[src/sv/genotype_group_statistics_macros.svh]
// Assertion macros shared by the block's modules.
`ifndef GENOTYPE_GROUP_STATISTICS_MACROS_SVH
`define GENOTYPE_GROUP_STATISTICS_MACROS_SVH
`ifndef ASSERT_OFF
`define GGS_ASSERT(lbl, clk, rst, prop, msg) \
  lbl: assert property (@(posedge clk) disable iff (rst) prop) else $error(msg);
`define GGS_ASSERT_ALWAYS(lbl, clk, prop, msg) \
  lbl: assert property (@(posedge clk) prop) else $error(msg);
`else
`define GGS_ASSERT(lbl, clk, rst, prop, msg)
`define GGS_ASSERT_ALWAYS(lbl, clk, prop, msg)
`endif
`endif

[src/sv/ggs_pkg.sv]
package ggs_pkg;
  localparam int MAX_SAMPLES_LOG2 = 20;
  localparam int FRAC_BITS = 16;
  localparam int PREC_INT_BITS = 10;

  localparam int N_W = MAX_SAMPLES_LOG2 + 1;
  localparam int S_W = MAX_SAMPLES_LOG2 + 2;
  localparam int Q_W = MAX_SAMPLES_LOG2 + 3;
  localparam int DEV_W = N_W + Q_W;
  localparam int NUM_W = 2 * N_W;
  localparam int DQ_W = NUM_W + 2 * FRAC_BITS;
  localparam int ROOT_W = FRAC_BITS + PREC_INT_BITS;
  localparam int RAD_W = 2 * ROOT_W;
  localparam int SREM_W = ROOT_W + 2;
  localparam int MUL_W = Q_W;

  localparam int FREQ_W = 17;
  localparam int MEAN_W = 18;
  localparam int PREC_W = 27;
  localparam int COUNT_W = 21;
  localparam int STATUS_W = 2;

  localparam int MEAN_STEPS = S_W + FRAC_BITS;
  localparam int PDIV_STEPS = DQ_W;
  localparam int SQRT_STEPS = ROOT_W;
  localparam int CNT_W = 7;

  localparam logic [1:0] CODE_MISSING = 2'd1;

  localparam logic [STATUS_W-1:0] ST_OK = 2'd0;
  localparam logic [STATUS_W-1:0] ST_NONE = 2'd1;
  localparam logic [STATUS_W-1:0] ST_ZERO_VAR = 2'd2;
  localparam logic [STATUS_W-1:0] ST_OVERFLOW = 2'd3;

  localparam logic [3:0] OP_NONE = 4'd0;
  localparam logic [3:0] OP_ACC = 4'd1;
  localparam logic [3:0] OP_MLOAD = 4'd2;
  localparam logic [3:0] OP_DSTEP = 4'd3;
  localparam logic [3:0] OP_MUL_NQ = 4'd4;
  localparam logic [3:0] OP_MUL_SS = 4'd5;
  localparam logic [3:0] OP_MUL_NN = 4'd6;
  localparam logic [3:0] OP_PLOAD = 4'd7;
  localparam logic [3:0] OP_SQLOAD = 4'd8;
  localparam logic [3:0] OP_SQSTEP = 4'd9;
  localparam logic [3:0] OP_OUT = 4'd10;

  typedef struct packed {
    logic [3:0] op;
  } cmd_t;

  typedef struct packed {
    logic n_zero;
    logic dev_zero;
    logic sat;
    logic out_full;
  } sts_t;

  function automatic logic [1:0] dose_of(input logic [1:0] code);
    case (code)
      2'd2: dose_of = 2'd1;
      2'd3: dose_of = 2'd2;
      default: dose_of = 2'd0;
    endcase
  endfunction

  function automatic logic [2:0] square_of(input logic [1:0] code);
    case (code)
      2'd2: square_of = 3'd1;
      2'd3: square_of = 3'd4;
      default: square_of = 3'd0;
    endcase
  endfunction
endpackage

[src/sv/ggs_in_if.sv]
interface ggs_in_if;
  logic valid;
  logic ready;
  logic [7:0] geno_byte;
  logic [3:0] keep_mask;
  logic last_in_group;
  modport source(output valid, geno_byte, keep_mask, last_in_group, input ready);
  modport sink(input valid, geno_byte, keep_mask, last_in_group, output ready);
endinterface

[src/sv/ggs_out_if.sv]
interface ggs_out_if;
  logic valid;
  logic ready;
  logic [ggs_pkg::FREQ_W-1:0] allele_freq;
  logic [ggs_pkg::MEAN_W-1:0] group_mean;
  logic [ggs_pkg::PREC_W-1:0] group_precision;
  logic [ggs_pkg::COUNT_W-1:0] called_count;
  logic [ggs_pkg::STATUS_W-1:0] status_code;
  modport source(output valid, allele_freq, group_mean, group_precision, called_count,
                 status_code, input ready);
  modport sink(input valid, allele_freq, group_mean, group_precision, called_count,
               status_code, output ready);
endinterface

[src/sv/ggs_ctrl.sv]
`include "genotype_group_statistics_macros.svh"
module ggs_ctrl (
  input  logic clk,
  input  logic rst,
  input  logic in_valid,
  input  logic in_last,
  output logic in_ready,
  input  ggs_pkg::sts_t sts,
  output ggs_pkg::cmd_t cmd
);
  localparam logic [3:0] S_IDLE = 4'd0;
  localparam logic [3:0] S_MLOAD = 4'd1;
  localparam logic [3:0] S_MDIV = 4'd2;
  localparam logic [3:0] S_MUL0 = 4'd3;
  localparam logic [3:0] S_MUL1 = 4'd4;
  localparam logic [3:0] S_MUL2 = 4'd5;
  localparam logic [3:0] S_CHK = 4'd6;
  localparam logic [3:0] S_PDIV = 4'd7;
  localparam logic [3:0] S_SQLD = 4'd8;
  localparam logic [3:0] S_SQRT = 4'd9;
  localparam logic [3:0] S_DONE = 4'd10;

  logic [3:0] state, state_next;
  logic [ggs_pkg::CNT_W-1:0] cnt, cnt_next;

  assign in_ready = (state == S_IDLE);

  always_comb begin
    state_next = state;
    cnt_next = cnt;
    cmd.op = ggs_pkg::OP_NONE;
    case (state)
      S_IDLE: begin
        if (in_valid) begin
          cmd.op = ggs_pkg::OP_ACC;
          if (in_last) state_next = S_MLOAD;
        end
      end
      S_MLOAD: begin
        cmd.op = ggs_pkg::OP_MLOAD;
        cnt_next = ggs_pkg::CNT_W'(ggs_pkg::MEAN_STEPS - 1);
        state_next = S_MDIV;
      end
      S_MDIV: begin
        cmd.op = ggs_pkg::OP_DSTEP;
        cnt_next = cnt - 1'b1;
        if (cnt == '0) state_next = S_MUL0;
      end
      S_MUL0: begin
        cmd.op = ggs_pkg::OP_MUL_NQ;
        state_next = S_MUL1;
      end
      S_MUL1: begin
        cmd.op = ggs_pkg::OP_MUL_SS;
        state_next = S_MUL2;
      end
      S_MUL2: begin
        cmd.op = ggs_pkg::OP_MUL_NN;
        state_next = S_CHK;
      end
      S_CHK: begin
        cmd.op = ggs_pkg::OP_PLOAD;
        cnt_next = ggs_pkg::CNT_W'(ggs_pkg::PDIV_STEPS - 1);
        if (sts.n_zero || sts.dev_zero || sts.sat) state_next = S_DONE;
        else state_next = S_PDIV;
      end
      S_PDIV: begin
        cmd.op = ggs_pkg::OP_DSTEP;
        cnt_next = cnt - 1'b1;
        if (cnt == '0) state_next = S_SQLD;
      end
      S_SQLD: begin
        cmd.op = ggs_pkg::OP_SQLOAD;
        cnt_next = ggs_pkg::CNT_W'(ggs_pkg::SQRT_STEPS - 1);
        state_next = S_SQRT;
      end
      S_SQRT: begin
        cmd.op = ggs_pkg::OP_SQSTEP;
        cnt_next = cnt - 1'b1;
        if (cnt == '0) state_next = S_DONE;
      end
      S_DONE: begin
        if (!sts.out_full) begin
          cmd.op = ggs_pkg::OP_OUT;
          state_next = S_IDLE;
        end
      end
      default: state_next = S_IDLE;
    endcase
  end

  always_ff @(posedge clk) begin
    if (rst) begin
      state <= S_IDLE;
      cnt <= '0;
    end else begin
      state <= state_next;
      cnt <= cnt_next;
    end
  end

  `GGS_ASSERT(a_mdiv_exit, clk, rst, (state == S_MDIV && cnt == '0) |=> (state == S_MUL0), "mean divide overran")
  `GGS_ASSERT(a_done_exit, clk, rst, (state == S_DONE && !sts.out_full) |=> (state == S_IDLE), "result not issued")
  `GGS_ASSERT(a_chk_path, clk, rst, (state == S_CHK && sts.n_zero) |=> (state == S_DONE), "root run with no calls")
endmodule

[src/sv/ggs_dp.sv]
`include "genotype_group_statistics_macros.svh"
module ggs_dp (
  input  logic clk,
  input  logic rst,
  input  logic [7:0] geno_byte,
  input  logic [3:0] keep_mask,
  input  ggs_pkg::cmd_t cmd,
  output ggs_pkg::sts_t sts,
  input  logic out_ready,
  output logic out_valid,
  output logic [ggs_pkg::FREQ_W-1:0] allele_freq,
  output logic [ggs_pkg::MEAN_W-1:0] group_mean,
  output logic [ggs_pkg::PREC_W-1:0] group_precision,
  output logic [ggs_pkg::COUNT_W-1:0] called_count,
  output logic [ggs_pkg::STATUS_W-1:0] status_code
);
  logic [ggs_pkg::N_W-1:0] called_total, n_acc;
  logic [ggs_pkg::S_W-1:0] dosage_sum, s_acc;
  logic [ggs_pkg::Q_W-1:0] square_sum, q_acc;
  logic overflow_seen, o_acc;

  logic [ggs_pkg::DEV_W-1:0] rem, divisor, rem_new;
  logic [ggs_pkg::DEV_W:0] rem_sh;
  logic [ggs_pkg::DQ_W-1:0] dq;
  logic quo_bit;

  logic [ggs_pkg::MUL_W-1:0] mul_a, mul_b;
  logic [2*ggs_pkg::MUL_W-1:0] product;
  logic [ggs_pkg::DEV_W-1:0] prod_a, prod_b, dev;
  logic [ggs_pkg::NUM_W-1:0] num;
  logic [ggs_pkg::MEAN_W-1:0] mean_r;

  logic [ggs_pkg::RAD_W-1:0] rad;
  logic [ggs_pkg::ROOT_W-1:0] root;
  logic [ggs_pkg::SREM_W-1:0] srem, srem_sh, trial;
  logic root_bit;

  always_comb begin
    n_acc = called_total;
    s_acc = dosage_sum;
    q_acc = square_sum;
    o_acc = overflow_seen;
    for (int k = 0; k < 4; k++) begin
      if (keep_mask[k] && geno_byte[2*k +: 2] != ggs_pkg::CODE_MISSING) begin
        if (n_acc[ggs_pkg::N_W-1]) begin
          o_acc = 1'b1;
        end else begin
          n_acc = n_acc + 1'b1;
          s_acc = s_acc + ggs_pkg::S_W'(ggs_pkg::dose_of(geno_byte[2*k +: 2]));
          q_acc = q_acc + ggs_pkg::Q_W'(ggs_pkg::square_of(geno_byte[2*k +: 2]));
        end
      end
    end
  end

  assign rem_sh = {rem, dq[ggs_pkg::DQ_W-1]};
  assign quo_bit = (rem_sh >= {1'b0, divisor});
  assign rem_new = quo_bit ? ggs_pkg::DEV_W'(rem_sh - {1'b0, divisor})
                           : rem_sh[ggs_pkg::DEV_W-1:0];

  assign srem_sh = {srem[ggs_pkg::SREM_W-3:0], rad[ggs_pkg::RAD_W-1 -: 2]};
  assign trial = {root, 2'b01};
  assign root_bit = (srem_sh >= trial);

  always_comb begin
    mul_a = ggs_pkg::MUL_W'(called_total);
    mul_b = square_sum;
    case (cmd.op)
      ggs_pkg::OP_MUL_SS: begin
        mul_a = ggs_pkg::MUL_W'(dosage_sum);
        mul_b = ggs_pkg::MUL_W'(dosage_sum);
      end
      ggs_pkg::OP_MUL_NN: begin
        mul_b = ggs_pkg::MUL_W'(called_total - 1'b1);
      end
      default: ;
    endcase
  end
  assign product = mul_a * mul_b;

  assign sts.n_zero = (called_total == '0);
  assign sts.dev_zero = (dev == '0);
  assign sts.sat = (ggs_pkg::DEV_W'(num[ggs_pkg::NUM_W-1:2*ggs_pkg::PREC_INT_BITS]) >= dev);
  assign sts.out_full = out_valid && !out_ready;

  always_ff @(posedge clk) begin
    if (rst) begin
      called_total <= '0;
      dosage_sum <= '0;
      square_sum <= '0;
      overflow_seen <= 1'b0;
      out_valid <= 1'b0;
    end else begin
      if (cmd.op == ggs_pkg::OP_OUT) out_valid <= 1'b1;
      else if (out_valid && out_ready) out_valid <= 1'b0;
      case (cmd.op)
        ggs_pkg::OP_ACC: begin
          called_total <= n_acc;
          dosage_sum <= s_acc;
          square_sum <= q_acc;
          overflow_seen <= o_acc;
        end
        ggs_pkg::OP_OUT: begin
          called_total <= '0;
          dosage_sum <= '0;
          square_sum <= '0;
          overflow_seen <= 1'b0;
        end
        default: ;
      endcase
    end
  end

  always_ff @(posedge clk) begin
    case (cmd.op)
      ggs_pkg::OP_MLOAD: begin
        rem <= '0;
        divisor <= ggs_pkg::DEV_W'(called_total);
        dq <= {dosage_sum, {(ggs_pkg::DQ_W - ggs_pkg::S_W){1'b0}}};
      end
      ggs_pkg::OP_DSTEP: begin
        rem <= rem_new;
        dq <= {dq[ggs_pkg::DQ_W-2:0], quo_bit};
      end
      ggs_pkg::OP_MUL_NQ: begin
        prod_a <= product[ggs_pkg::DEV_W-1:0];
        mean_r <= dq[ggs_pkg::MEAN_W-1:0];
      end
      ggs_pkg::OP_MUL_SS: prod_b <= product[ggs_pkg::DEV_W-1:0];
      ggs_pkg::OP_MUL_NN: begin
        num <= product[ggs_pkg::NUM_W-1:0];
        dev <= prod_a - prod_b;
      end
      ggs_pkg::OP_PLOAD: begin
        rem <= '0;
        divisor <= dev;
        dq <= {num, {(2*ggs_pkg::FRAC_BITS){1'b0}}};
      end
      ggs_pkg::OP_SQLOAD: begin
        rad <= dq[ggs_pkg::RAD_W-1:0];
        root <= '0;
        srem <= '0;
      end
      ggs_pkg::OP_SQSTEP: begin
        rad <= {rad[ggs_pkg::RAD_W-3:0], 2'b00};
        srem <= root_bit ? srem_sh - trial : srem_sh;
        root <= {root[ggs_pkg::ROOT_W-2:0], root_bit};
      end
      ggs_pkg::OP_OUT: begin
        called_count <= called_total;
        if (called_total == '0) begin
          allele_freq <= '0;
          group_mean <= '0;
          group_precision <= '0;
          status_code <= ggs_pkg::ST_NONE;
        end else begin
          allele_freq <= mean_r[ggs_pkg::MEAN_W-1:1];
          group_mean <= mean_r;
          if (dev == '0) group_precision <= '0;
          else if (sts.sat) group_precision <= ggs_pkg::PREC_W'(1) << ggs_pkg::ROOT_W;
          else group_precision <= ggs_pkg::PREC_W'(root);
          if (overflow_seen) status_code <= ggs_pkg::ST_OVERFLOW;
          else if (dev == '0) status_code <= ggs_pkg::ST_ZERO_VAR;
          else status_code <= ggs_pkg::ST_OK;
        end
      end
      default: ;
    endcase
  end

  `GGS_ASSERT(a_no_overwrite, clk, rst, (cmd.op == ggs_pkg::OP_OUT) |-> (!out_valid || out_ready), "result overwritten")
  `GGS_ASSERT(a_clear_after, clk, rst, (cmd.op == ggs_pkg::OP_OUT) |=> (called_total == '0 && !overflow_seen), "state not cleared")
  `GGS_ASSERT(a_count_cap, clk, rst, !called_total[ggs_pkg::N_W-1] || (called_total[ggs_pkg::N_W-2:0] == '0), "count past cap")
endmodule

[src/sv/genotype_group_statistics.sv]
// Sequence: after a group's last item, the mean divide, the three products and a check
//   run, then the precision divide and square root; these two are skipped when no
//   genotype is called, the variance is zero or the precision saturates.
// Throughput: one item per cycle within a group; the closing divide, multiply
//   and square-root sequence blocks input until the result register is loaded.
// Reset: synchronous rst clears the accumulators, sequencer and result valid.
module genotype_group_statistics (
  input logic clk,
  input logic rst,
  ggs_in_if.sink geno,
  ggs_out_if.source stats
);
  ggs_pkg::cmd_t cmd;
  ggs_pkg::sts_t sts;

  ggs_ctrl u_ctrl (
    .clk(clk),
    .rst(rst),
    .in_valid(geno.valid),
    .in_last(geno.last_in_group),
    .in_ready(geno.ready),
    .sts(sts),
    .cmd(cmd)
  );

  ggs_dp u_dp (
    .clk(clk),
    .rst(rst),
    .geno_byte(geno.geno_byte),
    .keep_mask(geno.keep_mask),
    .cmd(cmd),
    .sts(sts),
    .out_ready(stats.ready),
    .out_valid(stats.valid),
    .allele_freq(stats.allele_freq),
    .group_mean(stats.group_mean),
    .group_precision(stats.group_precision),
    .called_count(stats.called_count),
    .status_code(stats.status_code)
  );
endmodule
[src/flat_wrapper.sv]
// flat-port wrapper written by rule: the top's interface ports become plain ports
module genotype_group_statistics_flat 
  (clk, rst, geno_valid, geno_geno_byte, geno_keep_mask, geno_last_in_group, geno_ready, stats_valid, stats_allele_freq, stats_group_mean, stats_group_precision, stats_called_count, stats_status_code, stats_ready);
  ggs_in_if geno_i ();
  ggs_out_if stats_i ();
  input logic clk;
  input logic rst;
  input wire logic [$bits(geno_i.valid)-1:0] geno_valid;
  input wire logic [$bits(geno_i.geno_byte)-1:0] geno_geno_byte;
  input wire logic [$bits(geno_i.keep_mask)-1:0] geno_keep_mask;
  input wire logic [$bits(geno_i.last_in_group)-1:0] geno_last_in_group;
  output wire logic [$bits(geno_i.ready)-1:0] geno_ready;
  output wire logic [$bits(stats_i.valid)-1:0] stats_valid;
  output wire logic [$bits(stats_i.allele_freq)-1:0] stats_allele_freq;
  output wire logic [$bits(stats_i.group_mean)-1:0] stats_group_mean;
  output wire logic [$bits(stats_i.group_precision)-1:0] stats_group_precision;
  output wire logic [$bits(stats_i.called_count)-1:0] stats_called_count;
  output wire logic [$bits(stats_i.status_code)-1:0] stats_status_code;
  input wire logic [$bits(stats_i.ready)-1:0] stats_ready;
  assign geno_i.valid = geno_valid;
  assign geno_i.geno_byte = geno_geno_byte;
  assign geno_i.keep_mask = geno_keep_mask;
  assign geno_i.last_in_group = geno_last_in_group;
  assign geno_ready = geno_i.ready;
  assign stats_valid = stats_i.valid;
  assign stats_allele_freq = stats_i.allele_freq;
  assign stats_group_mean = stats_i.group_mean;
  assign stats_group_precision = stats_i.group_precision;
  assign stats_called_count = stats_i.called_count;
  assign stats_status_code = stats_i.status_code;
  assign stats_i.ready = stats_ready;
  genotype_group_statistics u_core (.clk(clk), .rst(rst), .geno(geno_i), .stats(stats_i));
endmodule
[config.mk]
export PLATFORM = sky130hd
export DESIGN_NAME = genotype_group_statistics_flat
export DESIGN_NICKNAME = d
export VERILOG_FILES = /design/src/sv/ggs_pkg.sv /design/src/sv/ggs_in_if.sv /design/src/sv/ggs_out_if.sv /design/src/sv/ggs_ctrl.sv /design/src/sv/ggs_dp.sv /design/src/sv/genotype_group_statistics.sv /design/src/flat_wrapper.sv
export VERILOG_INCLUDE_DIRS = /design/src /design/src/sv
export SDC_FILE = /design/constraint.sdc
export NUM_CORES = 2
export LEC_CHECK = 0
export BUFFER_PORTS_ARGS = -buffer_cell sky130_fd_sc_hd__buf_4
export CAP_MARGIN = 15
export CORE_MARGIN = 4
export CORE_UTILIZATION = 67
export CTS_CLUSTER_SIZE = 12
export DETAILED_ROUTE_END_ITERATION = 12
export PLACE_DENSITY = 0.91
export SLEW_MARGIN = 20
export SYNTH_ARGS = -nofsm -noshare
export SYNTH_HDL_FRONTEND = slang
export SYNTH_SLANG_ARGS = --single-unit
[constraint.sdc]
create_clock -name clk -period 27.6 [get_ports clk]
set_clock_uncertainty 0.05 [all_clocks]
set_input_delay 4.14 -clock clk [delete_from_list [all_inputs] [get_ports clk]]
set_output_delay 4.14 -clock clk [all_outputs]
set_load 0.01 [all_outputs]
Word level (Yosys, flattened, before mapping)

Cells that the tools add are included.

Register bits: 622

$lt $le $gt $ge: 3
Reductions and logical operators: 27
Add/subtract/negate cells: 17
Eq/ne operators: 38
Multiplexer cells: 87
$mul: 1

Operators with widths:

| cell                                          | count |
|---|---|
| case mux 74 bit (3 select lines)              | 1 |
| two-way mux 22 bit                            | 9 |
| two-way mux 23 bit                            | 8 |
| case mux 44 bit (2 select lines)              | 2 |
| two-way mux 21 bit                            | 8 |
| case mux 26 bit (2 select lines)              | 2 |
| case mux 52 bit (2 select lines)              | 1 |
| adder 23 x 3 -> 23 bit                        | 4 |
| case mux 23 bit (2 select lines)              | 2 |
| adder 22 x 2 -> 22 bit                        | 4 |
| subtractor 44 bit                             | 2 |
| adder 21 x 1 -> 21 bit, second input constant | 4 |
| >= comparator 45 x 44 -> 1 bit                | 1 |
| >= comparator 22 x 44 -> 1 bit                | 1 |
| zero test 44 bit                              | 1 |
| multiplier 23 x 23 -> 44 bit                  | 1 |
| two-way mux 44 bit                            | 1 |
| case mux 22 bit (2 select lines)              | 1 |
| case mux 4 bit (11 select lines)              | 1 |
| case mux 21 bit (2 select lines)              | 1 |
| case mux 4 bit (10 select lines)              | 1 |
| == test 4 x 3 -> 1 bit, second input constant | 8 |
| two-way mux 4 bit                             | 8 |
| >= comparator 28 bit                          | 1 |
| 30 further kinds                              | 100 |

Longest topological paths before layout

Depth after elaboration: 17
Mapped depth: 39

Cells and area by module

From an unflattened synthesis, not the netlist that was laid out.

Cell total of the unflattened synthesis: 5693
Area total of the unflattened synthesis: 53535.1 um^2

Modules (own cells, without submodules):

| module   | area each (um^2) | seq. area each (um^2) | cells each | times used |
|---|---|---|---|---|
| ggs_dp   | 52564.2          | 17156.5               | 5569       | 1 |
| ggs_ctrl | 970.9            | 220.2                 | 124        | 1 |

Worst setup path before layout

No wires, ideal clock.

Path kind: flip-flop to flip-flop
Start: reg u_core.u_ctrl.state[0]
End: reg u_core.u_dp.prod_a[43] (netlist name), data pin
Period minus slack after synthesis: 10.645 ns
Library setup time: 0.264 ns
Cell stages (with the launch flop): 36
Setup slack: 16.955 ns
Buffers on the path: 5
Data arrival time: 10.330 ns
Cell sequence: dfxtp_1 > clkbuf_1 > inv_1 > or4_1 > clkbuf_1 > inv_1 > nor2_1 > clkbuf_1 > clkbuf_1 > a21oi_1 > clkbuf_1 > nor2_1 > fa_1 > fa_1 > inv_1 > fa_1 > inv_1 > fa_1 > ha_1 > fa_1 > inv_1 > fa_1 > inv_1 > ha_1 > a2111o_1 > o22a_1 > nand4_1 > a2bb2oi_1 > o21ai_0 > a211oi_1 > o21a_1 > o21ai_0 > a21oi_1 > o21ai_0 > a21oi_1 > xnor2_1

Cells in the longest elaborated chain, start to end: 6
Elaborated cells on any way between the ends: 18
Those cells by class: 1 x mul; 12 x eq/ne; 3 x mux; 2 x reduce/logical

RTL lines:

| element                                                                       | RTL line       | text |
|---|---|---|
| from (decl)                                                                   | ggs_ctrl.sv:23 | `logic [3:0] state, state_next;` |
| from (signal assigned)                                                        | ggs_ctrl.sv:97 | `state <= state_next;` |
| == test 4 x 3 -> 1 bit / == test 4 x 2 -> 1 bit (equally long branches)       | ggs_ctrl.sv:32 | `case (state)` |
| OR reduction 2 bit (no line)                                                  | -              |  |
| case mux 4 bit (10 select lines) *                                            | ggs_ctrl.sv:32 |  |
| == test 4 x 3 -> 1 bit                                                        | ggs_dp.sv:68   | `case (cmd.op)` |
| case mux 23 bit (2 select lines) / two-way mux 22 bit (equally long branches) | ggs_dp.sv:68   |  |
| multiplier 23 x 23 -> 44 bit *                                                | ggs_dp.sv:79   | `assign product = mul_a * mul_b;` |
| named net u_core.u_dp.product, one bit                                        | ggs_dp.sv:28   | `logic [2*ggs_pkg::MUL_W-1:0] product;` |
| to (signal assigned)                                                          | ggs_dp.sv:126  | `prod_a <= product[ggs_pkg::DEV_W-1:0];` |
| to (decl)                                                                     | ggs_dp.sv:29   | `logic [ggs_pkg::DEV_W-1:0] prod_a, prod_b, dev;` |

The timed path passes the listed nets; every way through them passes the cells marked *.
A chain may end at the register's enable or synchronous reset.

Final worst setup path

Start: reg u_core.u_ctrl.state[3]
End: reg u_core.u_dp.prod_b[43] (netlist name), data pin

Cells in the longest elaborated chain, start to end: 6
Elaborated cells on any way between the ends: 18
Those cells by class: 1 x mul; 12 x eq/ne; 3 x mux; 2 x reduce/logical

RTL lines:

| element                                                                       | RTL line       | text |
|---|---|---|
| == test 4 x 3 -> 1 bit / == test 4 x 2 -> 1 bit (equally long branches)       | ggs_ctrl.sv:32 |  |
| OR reduction 2 bit (no line)                                                  | -              |  |
| case mux 4 bit (10 select lines) *                                            | ggs_ctrl.sv:32 |  |
| == test 4 x 3 -> 1 bit                                                        | ggs_dp.sv:68   |  |
| case mux 23 bit (2 select lines) / two-way mux 22 bit (equally long branches) | ggs_dp.sv:68   |  |
| multiplier 23 x 23 -> 44 bit *                                                | ggs_dp.sv:79   |  |
| named net u_core.u_dp.product, one bit                                        | ggs_dp.sv:28   |  |
| to (signal assigned)                                                          | ggs_dp.sv:129  | `ggs_pkg::OP_MUL_SS: prod_b <= product[ggs_pkg::DEV_W-1:0];` |
| to (decl)                                                                     | ggs_dp.sv:29   |  |

Marked as above.

==> impl_summary.txt <==
----------------------------------------------------
[Floorplanning]
  Count of boundary I/O pins ... approximately 100
  Die Footprint ... approximately 84,000 sq um
  Die span in y ... approximately 290 um
  Effective utilization at floorplan ... 67.7%
  Rows ... between 100 and 150
  CORE AREA ... roughly 80,000 sq um
  Die outline width ... 290 um

[Timing]
  Highest clock frequency the design can meet ... ~88 MHz
  Final setup vio count ... 0
  Max-Slew Margin vs Limit ... approximately a fifth
  Setup tns final ... 0 ns
  Number of endpoints with negative hold slack in the final report ... 0
  Worst hold margin ... between 0.4 and 0.5 ns
  Least-Margin Pin Slew ... 1.20 ns
  Period Utilization, post-route ... approximately two fifths
  Unrepaired setup endpoints after global routing ... false
  Time the worst path needs with I/O delays and setup ... between 10 and 15 ns
  Max-slew violation total from the final report ... 0

[Detailed routing]
  Routed Wire Length ... 157,000 um
  DRC violation count after routing ... 0
  Antenna-violating nets left ... 0
  DR vias ... 44,500
  First-iteration detailed-routing DRC count ... roughly 5,400
  Detailed-router iteration count before antenna repair ... 13
  Detail-routed net length per standard cell ... 23.3 um
  Post-DR vias/cell ... 6.61

[Synthesis]
  Largest cells by area after synthesis ... edfxtp_1, fa_1, ha_1
  Synth cell types ... 113
  Post-synth top flop ... edfxtp_1
  Cell type with the largest total area after synthesis ... edfxtp_1
  Average cell area after synthesis ... about 9.4 sq um
  Syn Std Cell Area ... 53,400 sq um
  Count of flip-flops with a built-in enable after synthesis ... ~530
  Yosys synthesis warning count ... 0
  Number of instances in the synthesized netlist ... 5,656
  Share of the yosys chip area belonging to registers ... about a third
  Yosys reg bits ... between 600 and 700
  Async set-or-reset flop fraction in the synthesized netlist ... 0%
  Number of nets produced by synthesis ... roughly 6,400
  Yosys top cell area share ... 29.6%

[Clock network]
  Clock H-tree levels ... 3
  Clock insertion delay at the later pin of the skew report ... ~0.65 ns
  Clock buffers created by TritonCTS ... 68
  Hold-fix buffers, CTS ... 0
  Number of buffers on the longest clock path ... 3
  Clock tree sinks ... 605
  Number of post-CTS setup repair buffers ... 0
  Root buf cell ... clkbuf_16
  TritonCTS clock tree ... yes
  CTS resizes ... 0
  Clock Pin Slew Worst Setup and Hold Paths ... about 0.060 ns

[Setup path]
  Max stage delay on crit path ... ~0.85 ns
  Category of the critical setup timing path ... flip-flop to flip-flop
  Crit-path slowest cell ... dfxtp_1
  Required time of the critical path ... 27.90 ns
  Worst path most repeated cell ... fa_1
  Number of cells on the critical path ... 34
  Capturing element type of the critical path ... flip-flop
  Worst Path Max Fanout ... 70
  Cell family with most CP delay ... adder cells
  Critical path data arrival time ... around 12 ns
  Setup crit start kind ... flip-flop
  Depth of the most critical reg-to-reg path ... 34
  Sum of buffers and inverters on the critical path ... 8

[Layout]
  Register area ... ~17,000 sq um
  Proportion of layout cells with a drive suffix above 1 ... under 10%
  Most common library cell in the layout ignoring fill and taps ... nand2_1
  Area of combinational cells with multiple inputs ... 32,400 sq um
  Number of fill cells ... between 5,000 and 6,000
  Commonest non-fill, non-tap cells in the layout ... nand2_1, inv_1, edfxtp_1
  Post-layout nets ... 6,398
  P&R area growth vs syn ... 7.04%

[Power]
  Power per unit of standard cell area ... between 60 and 70 nW/um^2
  Standby leakage power ... approximately 25 nW
  Tot Pwr ... ~3.7 mW
  IR Drop Worst-Case VDD ... ~0.060 mV

[Placed design]
  Last weighted congestion value of the routability-driven placer ... 1.03
  Post-DP HPWL ... 114,000 um
  Count of buffers from port buffering ... between 100 and 150

[GRT]
  Overall global routing resource usage ... 36.6%
  Largest net degree at the start of global routing ... 95
  Gr ovfl total ... 0
  Global-route wire length before repair ... ~250,000 um
  Antenna violations before repair ... 3
  Number of global-route vias before repair ... between 40,000 and 50,000

[Run status]
  Outcome ... completed

[Worst hold path]
  Count of cells along the worst hold path ... 0
  Class of the worst hold path ... flip-flop to flip-flop

[Run]
  Max_cap viols ... 0

----------------------------------------------------
[cell type report]
cell class / instances / share of cell area, %
timing repair buffer: 181 / 2.41
tap: 1050 / 2.30
clock inverter: 27 / 0.429
antenna: 2 / 0.00875
sequential: 605 / 30.4
inverter: 697 / 4.58
multi-input combinational: 4086 / 56.7
clock buffer: 90 / 3.25
[power by group]
group	internal, mW	switching (mW)	leakage (nW)
Clock	0.488	0.386	1.02
Combinational	0.530	0.917	18.1
Sequential	1.27	0.105	5.44
[kinds of logic after synthesis]
logic type | Yosys count | share of synthesized area [%]
XOR/XNOR | 348 | 5.75
AO/OA/AOI/OAI | 895 | 11.5
AND/OR/NAND/NOR | 2000 | 17.9
buffers and inverters | 965 | 7.07
flip-flops | 605 | 32.5
adder cells (fa/ha/maj) | 743 | 23.3
multiplexers | 100 | 1.91
[state kept, by name, indices dropped and copies added, names as in the netlist, 23 cells and up]
name / flops
u_core.u_dp.square_sum: 23
u_core.u_dp.group_precision: 27
u_core.u_dp.num: 42
u_core.u_dp.dq: 74
u_core.u_dp.root: 26
u_core.u_dp.prod_b: 44
u_core.u_dp.divisor: 44
u_core.u_dp.dev: 44
u_core.u_dp.rem: 44
u_core.u_dp.rad: 52
u_core.u_dp.srem: 26
u_core.u_dp.prod_a: 44
[metrics by stage]
stage          util (%)  setup WS (ns)  instance area (sq um)  cells
2_1_floorplan         -          16.96                  53400   5656
3_3_place_gp       69.7          16.94                  55000   6617
3_5_place_dp       69.7          16.69                  55000   6617
4_1_cts            72.3          16.57                  57100   6734
5_1_grt            72.4          15.80                  57200   6736
6_report           72.4          16.29                  57200   6738
[synth_stat cells (103+ instances only)]
cell type    n
nand2_1    711
inv_1      697
edfxtp_1   526
nor2_1     512
fa_1       422
ha_1       320
xnor2_1    260
a21oi_1    212
clkbuf_1   198
o21ai_0    132
nand3_1    118
nor3_1     105
and2_1     103
[routing by layer]
layer  global-route usage, %  vias to the layer above  wire (um)  share of wire [%]
li1                        -                    19200          -                  -
met1                    44.9                    21200      53900                 34
met2                    57.4                     3249      70700                 45
met3                    9.66                      862      19600                 13
met4                    23.9                        2      12600                8.0
met5                       0                        -         19              0.012
[path summary, 6_finish.rpt]
check / endpoint / slack (ns) / from
worst min-delay path: u_core.u_dp.mean_r[13] / 0.43 / u_core.u_dp.dq[13]
worst min register to register: u_core.u_dp.mean_r[13] / 0.43 / u_core.u_dp.dq[13]
worst max-delay path: u_core.u_dp.prod_b[43] / 16.29 / u_core.u_ctrl.state[3]
worst max register to register: u_core.u_dp.prod_b[43] / 16.29 / u_core.u_ctrl.state[3]
Power figures use the tool's default switching activity.
